## src/rtl/tdpf_pkg.sv

```systemverilog
// ----------------------------------------------------------------------------
// tdpf_pkg: shared types and constants
// Sizes and sequencer states for the trial-division factorizer.
// ----------------------------------------------------------------------------
package tdpf_pkg;

  localparam int VALUE_BITS  = 32;
  localparam int MAX_FACTORS = 9;
  localparam int IN_BITS     = 32;
  localparam int PRIME_BITS  = 32;

  // used width of the value, trial divisor, its square
  localparam int X_BITS    = (VALUE_BITS < IN_BITS) ? VALUE_BITS : IN_BITS;
  localparam int D_BITS    = (X_BITS + 1) / 2 + 1;
  localparam int SQ_BITS   = 2 * D_BITS;
  localparam int CNT_BITS  = $clog2(MAX_FACTORS + 1);
  localparam int STEP_BITS = $clog2(X_BITS);

  typedef enum logic [2:0] {
    ST_IDLE,
    ST_TEST,
    ST_DIV,
    ST_EVAL,
    ST_FINAL
  } tdpf_state_t;

endpackage

```

## src/rtl/trial_division_prime_factors.sv

```systemverilog
// ----------------------------------------------------------------------------
// trial_division_prime_factors
// Emits the distinct prime factors of an unsigned value in ascending order.
// ----------------------------------------------------------------------------
// Raise start with in_value while busy is low. Values 0 and 1 give one result
// (none=1, last=1) in the next cycle and never raise busy. Otherwise busy
// stays high while divisors 2, 3 and then odd values are tried through one
// shared restoring divider that retires one quotient bit per cycle. For each
// trial divisor its square is compared with the value (ST_TEST), then the
// value is divided (ST_DIV) and the remainder evaluated (ST_EVAL); each
// further division by a found factor repeats ST_DIV and ST_EVAL. Each factor
// is shown for exactly one cycle on out_valid; the receiver cannot stall, and
// the final result of an item carries out_last.
// ----------------------------------------------------------------------------
module trial_division_prime_factors
  import tdpf_pkg::*;
(
  input  logic                  clk,
  input  logic                  rst_n,
  input  logic                  start,
  output logic                  busy,
  input  logic [IN_BITS-1:0]    in_value,
  output logic                  out_valid,
  output logic [PRIME_BITS-1:0] out_prime,
  output logic                  out_none,
  output logic                  out_last
);

  tdpf_state_t            state_r, state_nxt;
  logic                   busy_r, busy_nxt;
  logic [X_BITS-1:0]      x_r, x_nxt;
  logic [D_BITS-1:0]      d_r, d_nxt;
  logic [SQ_BITS-1:0]     sq_r, sq_nxt;
  logic [CNT_BITS-1:0]    count_r, count_nxt;
  logic                   hit_r, hit_nxt;
  logic                   pend_v_r, pend_v_nxt;
  logic [X_BITS-1:0]      pend_r, pend_nxt;
  logic [X_BITS-1:0]      q_r, q_nxt;
  logic [D_BITS-1:0]      rem_r, rem_nxt;
  logic [STEP_BITS-1:0]   step_r, step_nxt;
  logic                   ov_r, ov_nxt;
  logic [PRIME_BITS-1:0]  oprime_r, oprime_nxt;
  logic                   onone_r, onone_nxt;
  logic                   olast_r, olast_nxt;

  logic [X_BITS-1:0]      x_in;
  logic [D_BITS:0]        trial;
  logic                   fits;

  assign x_in  = in_value[X_BITS-1:0];
  assign trial = {rem_r, q_r[X_BITS-1]};
  assign fits  = (trial >= {1'b0, d_r});

  always_ff @(posedge clk) begin
    if (!rst_n) begin
      state_r  <= ST_IDLE;
      busy_r   <= 1'b0;
      ov_r     <= 1'b0;
      count_r  <= '0;
      hit_r    <= 1'b0;
      pend_v_r <= 1'b0;
      step_r   <= '0;
      x_r      <= '0;
      d_r      <= D_BITS'(2);
      sq_r     <= SQ_BITS'(4);
    end else begin
      state_r  <= state_nxt;
      busy_r   <= busy_nxt;
      ov_r     <= ov_nxt;
      count_r  <= count_nxt;
      hit_r    <= hit_nxt;
      pend_v_r <= pend_v_nxt;
      step_r   <= step_nxt;
      x_r      <= x_nxt;
      d_r      <= d_nxt;
      sq_r     <= sq_nxt;
    end
  end

  always_ff @(posedge clk) begin
    pend_r   <= pend_nxt;
    q_r      <= q_nxt;
    rem_r    <= rem_nxt;
    oprime_r <= oprime_nxt;
    onone_r  <= onone_nxt;
    olast_r  <= olast_nxt;
  end

  always_comb begin
    state_nxt  = state_r;
    busy_nxt   = busy_r;
    x_nxt      = x_r;
    d_nxt      = d_r;
    sq_nxt     = sq_r;
    count_nxt  = count_r;
    hit_nxt    = hit_r;
    pend_v_nxt = pend_v_r;
    pend_nxt   = pend_r;
    q_nxt      = q_r;
    rem_nxt    = rem_r;
    step_nxt   = step_r;
    ov_nxt     = 1'b0;
    oprime_nxt = oprime_r;
    onone_nxt  = 1'b0;
    olast_nxt  = 1'b0;

    case (state_r)
      ST_IDLE: begin
        if (start && !busy_r) begin
          x_nxt = x_in;
          d_nxt = D_BITS'(2);
          sq_nxt = SQ_BITS'(4);
          if (x_in < X_BITS'(2)) begin
            ov_nxt     = 1'b1;
            oprime_nxt = '0;
            onone_nxt  = 1'b1;
            olast_nxt  = 1'b1;
          end else begin
            busy_nxt   = 1'b1;
            count_nxt  = '0;
            hit_nxt    = 1'b0;
            pend_v_nxt = 1'b0;
            state_nxt  = ST_TEST;
          end
        end
      end

      ST_TEST: begin
        if (sq_r <= SQ_BITS'(x_r) && count_r < CNT_BITS'(MAX_FACTORS)) begin
          q_nxt     = x_r;
          rem_nxt   = '0;
          step_nxt  = '0;
          state_nxt = ST_DIV;
        end else if (x_r > X_BITS'(1) && count_r < CNT_BITS'(MAX_FACTORS)) begin
          // leftover cofactor is prime; flush any held factor first
          ov_nxt     = pend_v_r;
          oprime_nxt = PRIME_BITS'(pend_r);
          pend_nxt   = x_r;
          pend_v_nxt = 1'b1;
          state_nxt  = ST_FINAL;
        end else begin
          ov_nxt     = 1'b1;
          oprime_nxt = PRIME_BITS'(pend_r);
          olast_nxt  = 1'b1;
          pend_v_nxt = 1'b0;
          busy_nxt   = 1'b0;
          state_nxt  = ST_IDLE;
        end
      end

      ST_DIV: begin
        q_nxt   = {q_r[X_BITS-2:0], fits};
        rem_nxt = fits ? D_BITS'(trial - {1'b0, d_r}) : trial[D_BITS-1:0];
        step_nxt = step_r + STEP_BITS'(1);
        if (step_r == STEP_BITS'(X_BITS - 1)) begin
          state_nxt = ST_EVAL;
        end
      end

      ST_EVAL: begin
        if (rem_r == '0) begin
          x_nxt    = q_r;
          q_nxt    = q_r;
          rem_nxt  = '0;
          step_nxt = '0;
          if (!hit_r) begin
            hit_nxt    = 1'b1;
            count_nxt  = count_r + CNT_BITS'(1);
            ov_nxt     = pend_v_r;
            oprime_nxt = PRIME_BITS'(pend_r);
            pend_nxt   = X_BITS'(d_r);
            pend_v_nxt = 1'b1;
          end
          state_nxt = ST_DIV;
        end else begin
          hit_nxt = 1'b0;
          if (d_r == D_BITS'(2)) begin
            d_nxt  = D_BITS'(3);
            sq_nxt = SQ_BITS'(9);
          end else begin
            d_nxt  = d_r + D_BITS'(2);
            sq_nxt = sq_r + (SQ_BITS'(d_r) << 2) + SQ_BITS'(4);
          end
          state_nxt = ST_TEST;
        end
      end

      ST_FINAL: begin
        ov_nxt     = 1'b1;
        oprime_nxt = PRIME_BITS'(pend_r);
        olast_nxt  = 1'b1;
        pend_v_nxt = 1'b0;
        busy_nxt   = 1'b0;
        state_nxt  = ST_IDLE;
      end

      default: begin
        busy_nxt   = 1'b0;
        pend_v_nxt = 1'b0;
        state_nxt  = ST_IDLE;
      end
    endcase
  end

  assign busy      = busy_r;
  assign out_valid = ov_r;
  assign out_prime = oprime_r;
  assign out_none  = onone_r;
  assign out_last  = olast_r;

  a_none_is_last: assert property (@(posedge clk) disable iff (!rst_n)
    (ov_r && onone_r) |-> olast_r)
    else $error("none result without last");

  a_done_emits_last: assert property (@(posedge clk) disable iff (!rst_n)
    $fell(busy_r) |-> (ov_r && olast_r && !onone_r))
    else $error("search ended without a final result");

  a_divisor_odd: assert property (@(posedge clk) disable iff (!rst_n)
    (state_r == ST_DIV || state_r == ST_EVAL) |-> (d_r[0] || d_r == D_BITS'(2)))
    else $error("trial divisor is even and not two");

  a_work_when_busy: assert property (@(posedge clk) disable iff (!rst_n)
    (state_r != ST_IDLE) |-> busy_r)
    else $error("sequencer active while not busy");

  a_factor_nonzero: assert property (@(posedge clk) disable iff (!rst_n)
    (ov_r && !onone_r) |-> (oprime_r > PRIME_BITS'(1)))
    else $error("emitted factor below two");

endmodule
```

## config.mk

```make
export PLATFORM = sky130hd
export DESIGN_NAME = trial_division_prime_factors
export DESIGN_NICKNAME = d
export VERILOG_FILES = /design/src/rtl/tdpf_pkg.sv /design/src/rtl/trial_division_prime_factors.sv
export SDC_FILE = /design/constraint.sdc
export NUM_CORES = 1
export LEC_CHECK = 0
export ABC_AREA = 1
export BUFFER_PORTS_ARGS = -buffer_cell sky130_fd_sc_hd__buf_2
export CORE_UTILIZATION = 60
export DETAILED_ROUTE_END_ITERATION = 10
export GPL_TIMING_DRIVEN = 0
export MAX_ROUTING_LAYER = met4
export PLACE_DENSITY = 0.82
export RECOVER_POWER = 50
export SYNTH_ARGS = -nofsm -noshare
export SYNTH_HDL_FRONTEND = slang
export SYNTH_SLANG_ARGS = --single-unit
```

## constraint.sdc

```tcl
create_clock -name clk -period 4 [get_ports clk]
set_input_delay 0.4 -clock clk [delete_from_list [all_inputs] [get_ports clk]]
set_output_delay 0.4 -clock clk [all_outputs]
set_load 0.02 [all_outputs]
```

==> flow_summary.toml, run 1 <==
[sta]
fin_crit_sh_pct = 90.0
fin_crit_ns = 3.60
slew_headroom_pct = 6.90
rsz0062_at_grt = "no"
worst_clock_skew_ns = 0.0135
holdWs_ns = 0.160
maxSlewViolCount = 0
hold_viol = 0
worst_pin_slew_ns = 1.39
fmax_mhz = 278
setup_viol = 0
finalWorstSetupSlack_ns = 0.399
setup_tns_ns = 0

[setup_path]
required_ns = 4.45
slowest_stage = "clkbuf_1"
critPathTopFamily = "buffers and inverters"
critical_path.cell_chain = "inv_2 > nand2_4 > nor2_8 > clkinvlp_2 > nand2_1 > nand2_1 > inv_1 > nand2_1 > clkinvlp_2 > o21ai_0 > nand2_1 > inv_2 > clkbuf_1 > o21ai_0 > a21oi_2"
worstSetupPathType = "reg2reg"
crit_top_cell = "nand2_1"
critPathMaxStageDelay_ns = 0.48
setup.worst_path.start_class = "flop"
crit_fanout = 10
critical_path_buf_inv_count = 6
end_kind = "flop"
critPathArrivalTime_ns = 4.05

[synthesis]
syn_inst = 1510
synthArstFlopShare_pct = 0
ys_types = 54
yosysWarnings = 0
synth_flop_cell = "edfxtp_1"
synth_edf_count = 113
synth.net_count = 1634
syn_area_um2 = 12100
seq_area_frac_synth_pct = 44.4
synth-seq-cells = 213
postSynthAreaPerCell_um2 = 8.04

[power_and_ir_drop]
peakVddDrop_uv = 336
cellLeakagePower_nw = 5.79
cellPowerDensity_nw_per_um2 = 717

[place]
post-place-ws_ns = 0.585
detailed_place_hpwl_um = 25200
routabilityCongestion = 0.958
portBuffers = 69

[clock_network]
cts_resized = 0
post-cts-setup-buffers = 0
h-tree-depth = 1
postCtsHoldBufs = 0
clk_pin_slew_ns = 0.06
tritoncts = "yes"
cts_buffers = 24
clock-sinks = 213
worstSkewPairLatency_ns = 0.52
cts-root-buf = "clkbuf_16"
clk_path_buf_depth = 3

[route]
drc_errors = 0
vias_per_cell = 5.83
wirelength_um = 33900
routedWlPerCell_um = 18.0
ant_nets = 0
drt_pass1_iterations = 6
drt_iter0_drc = 951
via_count = 11009

[grt]
gr-total-overflow = 0
gr-usage-all-layers_pct = 34.1
grt_pass1_wl_um = 52900
grt_max_degree = 33
grt_pass1_vias = 10407
antenna_found_initial = 0

[die]
core-area_um2 = 19700
pin_count = 71
die-height_um = 144
die_area_um2 = 20800
start_util_pct = 61.8
die_w_um = 144
row_count = 51

[cells_and_area]
num-fill-cells = 1636
area_growth_pct = 11.6
layout_commonest_cell = "nand2_1"
drive_gt1_share_pct = 7.33
nets = 1730
layout_common_cells = "nand2_1 (373), inv_1 (173), o21ai_0 (138)"
antenna_cells = 0

[outcome]
status = "complete, no violations"

[hold_path]
hp-class = "in2reg"

[flow_run]
cap_violations = 0
==> kinds of logic (layout without fill, tap and decap cells) <==
kind of cell / count (synthesis) / in the layout / share of synthesized area [%]
compound gates: 312 / 312 / 14.3
xor+xnor: 22 / 22 / 1.59
fa+ha+maj: 89 / 89 / 9.30
buf+inv: 230 / 344 / 7.63
flops: 213 / 213 / 44.4
simple gates: 644 / 644 / 22.8
==> per-layer routing <==
layer  wire length [µm]  vias up  track usage [%]
li1                   -     5274                -
met1              13700     5112             42.3
met2              15700      538             55.7
met3               3230       85             5.26
met4               1270        0             13.9
met5                  0        -                -
==> synth_stat cells (all sizes together) (3+ instances only) <==
| master | count | area [µm²] |
|---|---|---|
| inv | 181 | 687 |
| o21a | 4 | 30.0 |
| xor2 | 13 | 114 |
| xnor2 | 9 | 78.8 |
| o21ai | 144 | 732 |
| a21o | 7 | 52.6 |
| nand2 | 377 | 1450 |
| nor2 | 137 | 551 |
| nor3 | 22 | 125 |
| clkbuf | 27 | 103 |
| nand4 | 29 | 181 |
| dfxtp | 100 | 2000 |
| ha | 87 | 1090 |
| o21bai | 3 | 22.5 |
| edfxtp | 113 | 3390 |
| a31oi | 38 | 238 |
| o211ai | 4 | 30.0 |
| a21oi | 101 | 528 |
| nor4 | 9 | 68.8 |
| nand3 | 55 | 285 |
| buf | 22 | 136 |
| or2 | 9 | 56.3 |
==> final timing paths <==
check / startpoint / endpoint / slack [ns] / cells after the start
min: in_value[26] / x_r[26]$_SDFFE_PN0P_ / 0.16 / 3
max: state_r[2]$_SDFFE_PN0P_ / d_r[15]$_SDFFE_PN0P_ / 0.40 / 15
max reg2reg: state_r[2]$_SDFFE_PN0P_ / d_r[15]$_SDFFE_PN0P_ / 0.40 / 15
min reg2reg: pend_v_r$_SDFFE_PN0P_ / pend_v_r$_SDFFE_PN0P_ / 0.47 / 2
==> stage by stage <==
step	cells	cell area (µm²)	total power [mW]	util (%)
6_report	1889	13500	9.71	68.9
2_1_floorplan	1510	12100	6.25	-
4_1_cts	1888	13600	9.71	69.4
3_3_place_gp	1844	12800	7.24	65.2
3_5_place_dp	1844	12800	7.39	65.2
5_1_grt	1889	13500	10.3	68.9
==> power breakdown <==
part	total [mW]	switching (mW)	leakage [nW]	internal [mW]
sequential	3.65	0.370	1.89	3.28
combinational	3.74	2.68	3.50	1.06
clock	2.32	0.900	0.402	1.42
==> worst min-delay path: stages <==
cell     delay, ns
buf_2         0.10
nand2_1       0.05
a31oi_1       0.07
==> flip-flops by register name (all words and copies together) (netlist names) <==
register and cells:
state_r 3, pend_r 32, busy 1, q_r 32, d_r 17, sq_r 33, hit_r 1, x_r 32
out_prime 32, out_valid 1, step_r 5, pend_v_r 1, count_r 4, out_none 1, rem_r 17, out_last 1
==> area by class of cell <==
type	instances	area (µm²)	area share (%)
Multi-Input combinational cell	1067	5780	42.7
Inverter	181	682	5.03
Tap cell	265	332	2.45
Buffer	49	205	1.51
Clock inverter	11	160	1.18
Timing Repair Buffer	70	327	2.41
Sequential cell	213	5400	39.8
Clock buffer	33	666	4.91
Power figures use the tool's default switching activity.
==> run 2: changes to the inputs <==
--- a/config.mk
+++ b/config.mk
@@ -11,7 +11,7 @@
 export DETAILED_ROUTE_END_ITERATION = 10
 export GPL_TIMING_DRIVEN = 0
 export MAX_ROUTING_LAYER = met4
-export PLACE_DENSITY = 0.82
+export PLACE_DENSITY = 0.79
 export RECOVER_POWER = 50
 export SYNTH_ARGS = -nofsm -noshare
 export SYNTH_HDL_FRONTEND = slang
==> constraint.sdc (replaced) <==
create_clock -name clk -period 4 [get_ports clk]
set_input_delay 0.4 -clock clk [delete_from_list [all_inputs] [get_ports clk]]
set_output_delay 0.4 -clock clk [all_outputs]
set_load 0.005 [all_outputs]
==> run 2 against run 1 <==
  * Die area unchanged
  * Total power decreased by 2.3%
  * Final area decreased by 0.15%
  * Combinational power decreased by 3%
  * Sequential share of layout area increased by 0.059 points
  * Final cell count unchanged
  * Wire length decreased by 1.8%
  * Global-route usage decreased by 0.52 points
  * Non-clock buffer count unchanged
  * Clock-buffer cell count increased by 1
  * Worst hold slack got worse by 0.0080 ns
  * Critical endpoint is now x_r[6]$_SDFFE_PN0P_
  * Largest cell class unchanged
==> flow_summary.toml, run 2 (synthesis results as in run 1) <==
[setup_path]
crit_end = "x_r[6]$_SDFFE_PN0P_"
slowest_stage = "clkinvlp_2"
worstSetupPathType = "reg2reg"
r2r_end = "x_r[6]$_SDFFE_PN0P_"
worstReg2RegStart = "state_r[2]$_SDFFE_PN0P_"
critical_path.cell_chain = "inv_1 > nand2_4 > nor2_1 > clkinvlp_2 > nand2_1 > nand2_4 > nor2_1 > clkbuf_1 > o21ai_0 > a31oi_1"
setup.worst_path.start_class = "flop"
crit_start = "state_r[2]$_SDFFE_PN0P_"
cp.depth = 10
reg2regPathDepth = 10
required_ns = 4.45
critPathTopFamily = "simple AND/OR/NAND/NOR gates"
critPathArrivalTime_ns = 4.13
r2r_setup_slack_ns = 0.32
critical_path_buf_inv_count = 3
end_kind = "flop"
crit_fanout = 10
critPathMaxStageDelay_ns = 0.73

[clock_network]
h-tree-depth = 1
tritoncts = "yes"
postCtsHoldBufs = 0
post-cts-setup-buffers = 0
cts-root-buf = "clkbuf_16"
worstSkewPairLatency_ns = 0.53
clk_pin_slew_ns = 0.06
cts_resized = 0
clk_path_buf_depth = 3
clock-sinks = 213
cts_buffers = 24

[sta]
fmax_mhz = 271
setup_viol = 0
fin_crit_ns = 3.68
worst_pin_slew_ns = 1.28
fin_crit_sh_pct = 92.1
worst_clock_skew_ns = 0.0147
maxSlewViolCount = 0
rsz0062_at_grt = "no"
finalWorstSetupSlack_ns = 0.317
setup_tns_ns = 0
slew_headroom_pct = 14.6
hold_viol = 0

[route]
ant_nets = 0
via_count = 10922
drc_errors = 0
drt_pass1_iterations = 6
drt_iter0_drc = 1056
routedWlPerCell_um = 17.6
vias_per_cell = 5.78
wirelength_um = 33300

[hold_path]
min_from = "in_value[26]"
whs_path_depth = 3
hp-class = "in2reg"

[die]
die_area_um2 = 20800
row_count = 51
start_util_pct = 61.8
core-area_um2 = 19700
pin_count = 71
die-height_um = 144
die_w_um = 144

[place]
portBuffers = 69
placed_area_um2 = 12800
detailed_place_hpwl_um = 24900
post-place-ws_ns = 0.579
routabilityCongestion = 0.955

[power_and_ir_drop]
cellPowerDensity_nw_per_um2 = 701
cellLeakagePower_nw = 5.78
peakVddDrop_uv = 384
p_total_mw = 9.49

[outcome]
status = "complete, no violations"

[cells_and_area]
postLayoutCoreUtil_pct = 68.8
largest_reg_flops = 33
nets = 1730
layout_commonest_cell = "nand2_1"
drive_gt1_share_pct = 7.51
stdcell_area_um2 = 13500
area_growth_pct = 11.4
antenna_cells = 0
largest_register = "sq_r"
layout_common_cells = "nand2_1 (371), inv_1 (174), o21ai_0 (138)"

[grt]
grt_max_degree = 33
gr-total-overflow = 0
antenna_found_initial = 0
grt_pass1_vias = 10258
grt_pass1_wl_um = 51900
gr-usage-all-layers_pct = 33.6

[flow_run]
cap_violations = 0
==> run 2: layout make-up <==
class / count / area [µm²]
tap: 265 / 332
buffer: 49 / 209
multi-input combinational: 1067 / 5780
clock inverter: 10 / 105
sequential: 213 / 5400
clock buffer: 34 / 691
fill: 1628 / 6130
inverter: 181 / 683
timing repair buffer: 70 / 337
==> run 2: how the worst min path moves through the flow <==
stage,to,slack [ns]
2_1_floorplan,pend_v_r$_SDFFE_PN0P_,0.44
3_3_place_gp,pend_v_r$_SDFFE_PN0P_,0.46
3_5_place_dp,pend_v_r$_SDFFE_PN0P_,0.46
4_1_cts,x_r[26]$_SDFFE_PN0P_,0.15
5_1_grt,x_r[28]$_SDFFE_PN0P_,0.16
6_report,x_r[26]$_SDFFE_PN0P_,0.15
==> run 2: metrics by stage <==
stage / hold WS (ns) / std cells
2_1_floorplan: 0.441 / 1510
3_3_place_gp: 0.459 / 1844
3_5_place_dp: 0.461 / 1844
4_1_cts: 0.149 / 1888
5_1_grt: 0.165 / 1889
6_report: 0.152 / 1889
==> run 2: layer usage <==
metal	GRT usage [%]	vias up	wire length, µm
met5	-	-	0
li1	-	5282	-
met1	41.8	5062	13700
met3	4.24	84	2730
met4	14.0	0	1200
met2	55.3	494	15700
==> run 2: worst reg2reg max path, delay by kind of cell, from the launching register on <==
family | cells | cell delay, ns
AO/OA/AOI/OAI | 2 | 0.35
buffers and inverters | 3 | 1.32
flip-flops | 1 | 0.36
AND/OR/NAND/NOR | 5 | 1.59
==> run 2: where the power goes <==
group,switching (mW),total (mW),internal (mW)
combinational,2.54,3.61,1.08
sequential,0.359,3.64,3.28
clock,0.907,2.24,1.33
==> run 3: changes to the inputs <==
--- a/config.mk
+++ b/config.mk
@@ -12,7 +12,6 @@
 export GPL_TIMING_DRIVEN = 0
 export MAX_ROUTING_LAYER = met4
 export PLACE_DENSITY = 0.79
-export RECOVER_POWER = 50
 export SYNTH_ARGS = -nofsm -noshare
 export SYNTH_HDL_FRONTEND = slang
 export SYNTH_SLANG_ARGS = --single-unit
==> run 3 against run 2 <==
  * Total power is 1.3% higher
  * Register-to-register slack better by 0.27 ns
  * Non-clock buffer count stayed put
  * Wire length is 0.19% higher
  * Maximum frequency is 8.0% higher
  * Via count is 0.17% higher
  * Final area is 0.85% higher
  * Critical endpoint is now out_prime[8]$_SDFFCE_PN0P_
  * Die area stayed put
  * Largest cell class unchanged
==> flow_summary.toml, run 3 (synthesis results as in run 1) <==
[outcome]
status = "complete, no violations"

[setup_path]
critPathTopFamily = "simple AND/OR/NAND/NOR gates"
reg2regPathDepth = 12
worstSetupPathType = "reg2reg"
r2r_setup_slack_ns = 0.59
critical_path.cell_chain = "inv_1 > ha_1 > nand2_1 > nor2_1 > nand4_1 > nor2_1 > nand3_1 > nand3_1 > nand2_1 > nand3_2 > nand4_1 > inv_1"
setup.worst_path.start_class = "flop"
crit_fanout = 32
worstReg2RegStart = "x_r[31]$_SDFFE_PN0P_"
critical_path_buf_inv_count = 2
crit_start = "x_r[31]$_SDFFE_PN0P_"
r2r_end = "out_prime[8]$_SDFFCE_PN0P_"
critPathArrivalTime_ns = 3.55
critPathMaxStageDelay_ns = 0.93
end_kind = "flop"
required_ns = 4.13
slowest_stage = "inv_1"

[grt]
grt_util_met3_pct = 4.24
met1_usage_pct = 41.8
antenna_found_initial = 0
gr-total-overflow = 0
grt_pass1_wl_um = 51900
grt_max_degree = 33
gr-usage-all-layers_pct = 33.6
grtUsageMet2_pct = 55.3
grt_pass1_vias = 10258
grt-busiest-layer = "met2"

[clock_network]
cts-root-buf = "clkbuf_16"
postCtsHoldBufs = 0
worstSkewPairLatency_ns = 0.52
h-tree-depth = 1
post-cts-setup-buffers = 0
clk_path_buf_depth = 3
cts_resized = 0
tritoncts = "yes"
cts_buffers = 24
clock-sinks = 213
clk_pin_slew_ns = 0.06

[die]
die-height_um = 144
start_util_pct = 61.8
row_count = 51
core-area_um2 = 19700
die_w_um = 144
die_area_um2 = 20800
pin_count = 71

[cells_and_area]
num-fill-cells = 1598
layout_commonest_cell = "nand2_1"
antenna_cells = 0
area_growth_pct = 12.4
stdcell_area_um2 = 13600
layout_common_cells = "nand2_1 (369), inv_1 (170), o21ai_0 (136)"
drive_gt1_share_pct = 10.7
nets = 1730
largest_reg_flops = 33
largest_register = "sq_r"
postLayoutCoreUtil_pct = 69.4

[place]
portBuffers = 69
routabilityCongestion = 0.955
detailed_place_hpwl_um = 24900
placed_area_um2 = 12800

[route]
wirelength_um = 33400
drt_iter0_drc = 1030
drc_errors = 0
routedWlPerCell_um = 17.7
via_count = 10941
ant_nets = 0
drt_pass1_iterations = 7
vias_per_cell = 5.79

[sta]
setup_tns_ns = 0
fmax_mhz = 293
slew_headroom_pct = 14.0
fin_crit_sh_pct = 85.3
rsz0062_at_grt = "no"
worst_pin_slew_ns = 1.29
maxSlewViolCount = 0
worst_clock_skew_ns = 0.0131
fin_crit_ns = 3.41
hold_viol = 0
setup_viol = 0

[hold_path]
hp-class = "in2reg"
whs_path_depth = 3
holdPathEnd = "x_r[26]$_SDFFE_PN0P_"
min_from = "in_value[26]"

[power_and_ir_drop]
peakVddDrop_uv = 448
cellPowerDensity_nw_per_um2 = 705
cellLeakagePower_nw = 5.94
p_total_mw = 9.61

[flow_run]
cap_violations = 0
==> run 3: cell types whose count changed in the layout (fill, tap and decap cells not counted), sizes merged <==
| cell | previous run | this run |
|---|---|---|
| buf | 49 | 92 |
| clkbuf | 104 | 61 |
| clkinvlp | 2 | 1 |
| inv | 180 | 181 |
==> run 3: final cells by class <==
cell class	instances	area (µm²)	area share, %
Clock buffer	34	691	5.06
Sequential cell	213	5400	39.5
Timing Repair Buffer	70	373	2.73
Inverter	181	687	5.03
Tap cell	265	332	2.43
Multi-Input combinational cell	1067	5820	42.7
Clock inverter	10	105	0.770
Buffer	49	239	1.75
==> run 3: worst max-delay path by stage <==
stage                                            end  slack, ns  cells past startpoint
final                     out_prime[8]$_SDFFCE_PN0P_       0.59                     12
after global routing             pend_r[6]$_DFFE_PP_       0.34                     12
after CTS                        pend_r[1]$_DFFE_PP_       0.49                     12
after detailed placement         pend_r[8]$_DFFE_PP_       0.58                     12
after global placement           pend_r[8]$_DFFE_PP_       0.69                     12
after floorplan                  pend_r[0]$_DFFE_PP_       1.39                     12
==> run 3: metal layers <==
metal  vias up  wire (µm)
met3        92       2670
met2       514      15700
li1       5279          -
met4         0       1220
met5         -          0
met1      5056      13800
==> run 3: power breakdown <==
| group | switching [mW] | leakage [nW] | internal [mW] |
|---|---|---|---|
| combinational | 2.57 | 3.67 | 1.16 |
| sequential | 0.361 | 1.89 | 3.28 |
| clock | 0.906 | 0.383 | 1.33 |
| total | 3.84 | 5.94 | 5.77 |
==> run 3: worst reg2reg max path, stage by stage (launching register included) <==
cell,delay [ns]
dfxtp_1,0.33
inv_1,0.12
ha_1,0.34
nand2_1,0.07
nor2_1,0.14
nand4_1,0.14
nor2_1,0.23
nand3_1,0.12
nand3_1,0.10
nand2_1,0.14
nand3_2,0.23
nand4_1,0.11
inv_1,0.93
==> run 3: stage by stage <==
stage          instances  hold WS (ns)  setup slack [ns]
6_report            1889         0.153             0.588
2_1_floorplan       1510         0.441              1.39
3_3_place_gp        1844         0.459             0.685
3_5_place_dp        1844         0.461             0.579
5_1_grt             1889         0.165             0.344
4_1_cts             1888         0.149             0.491
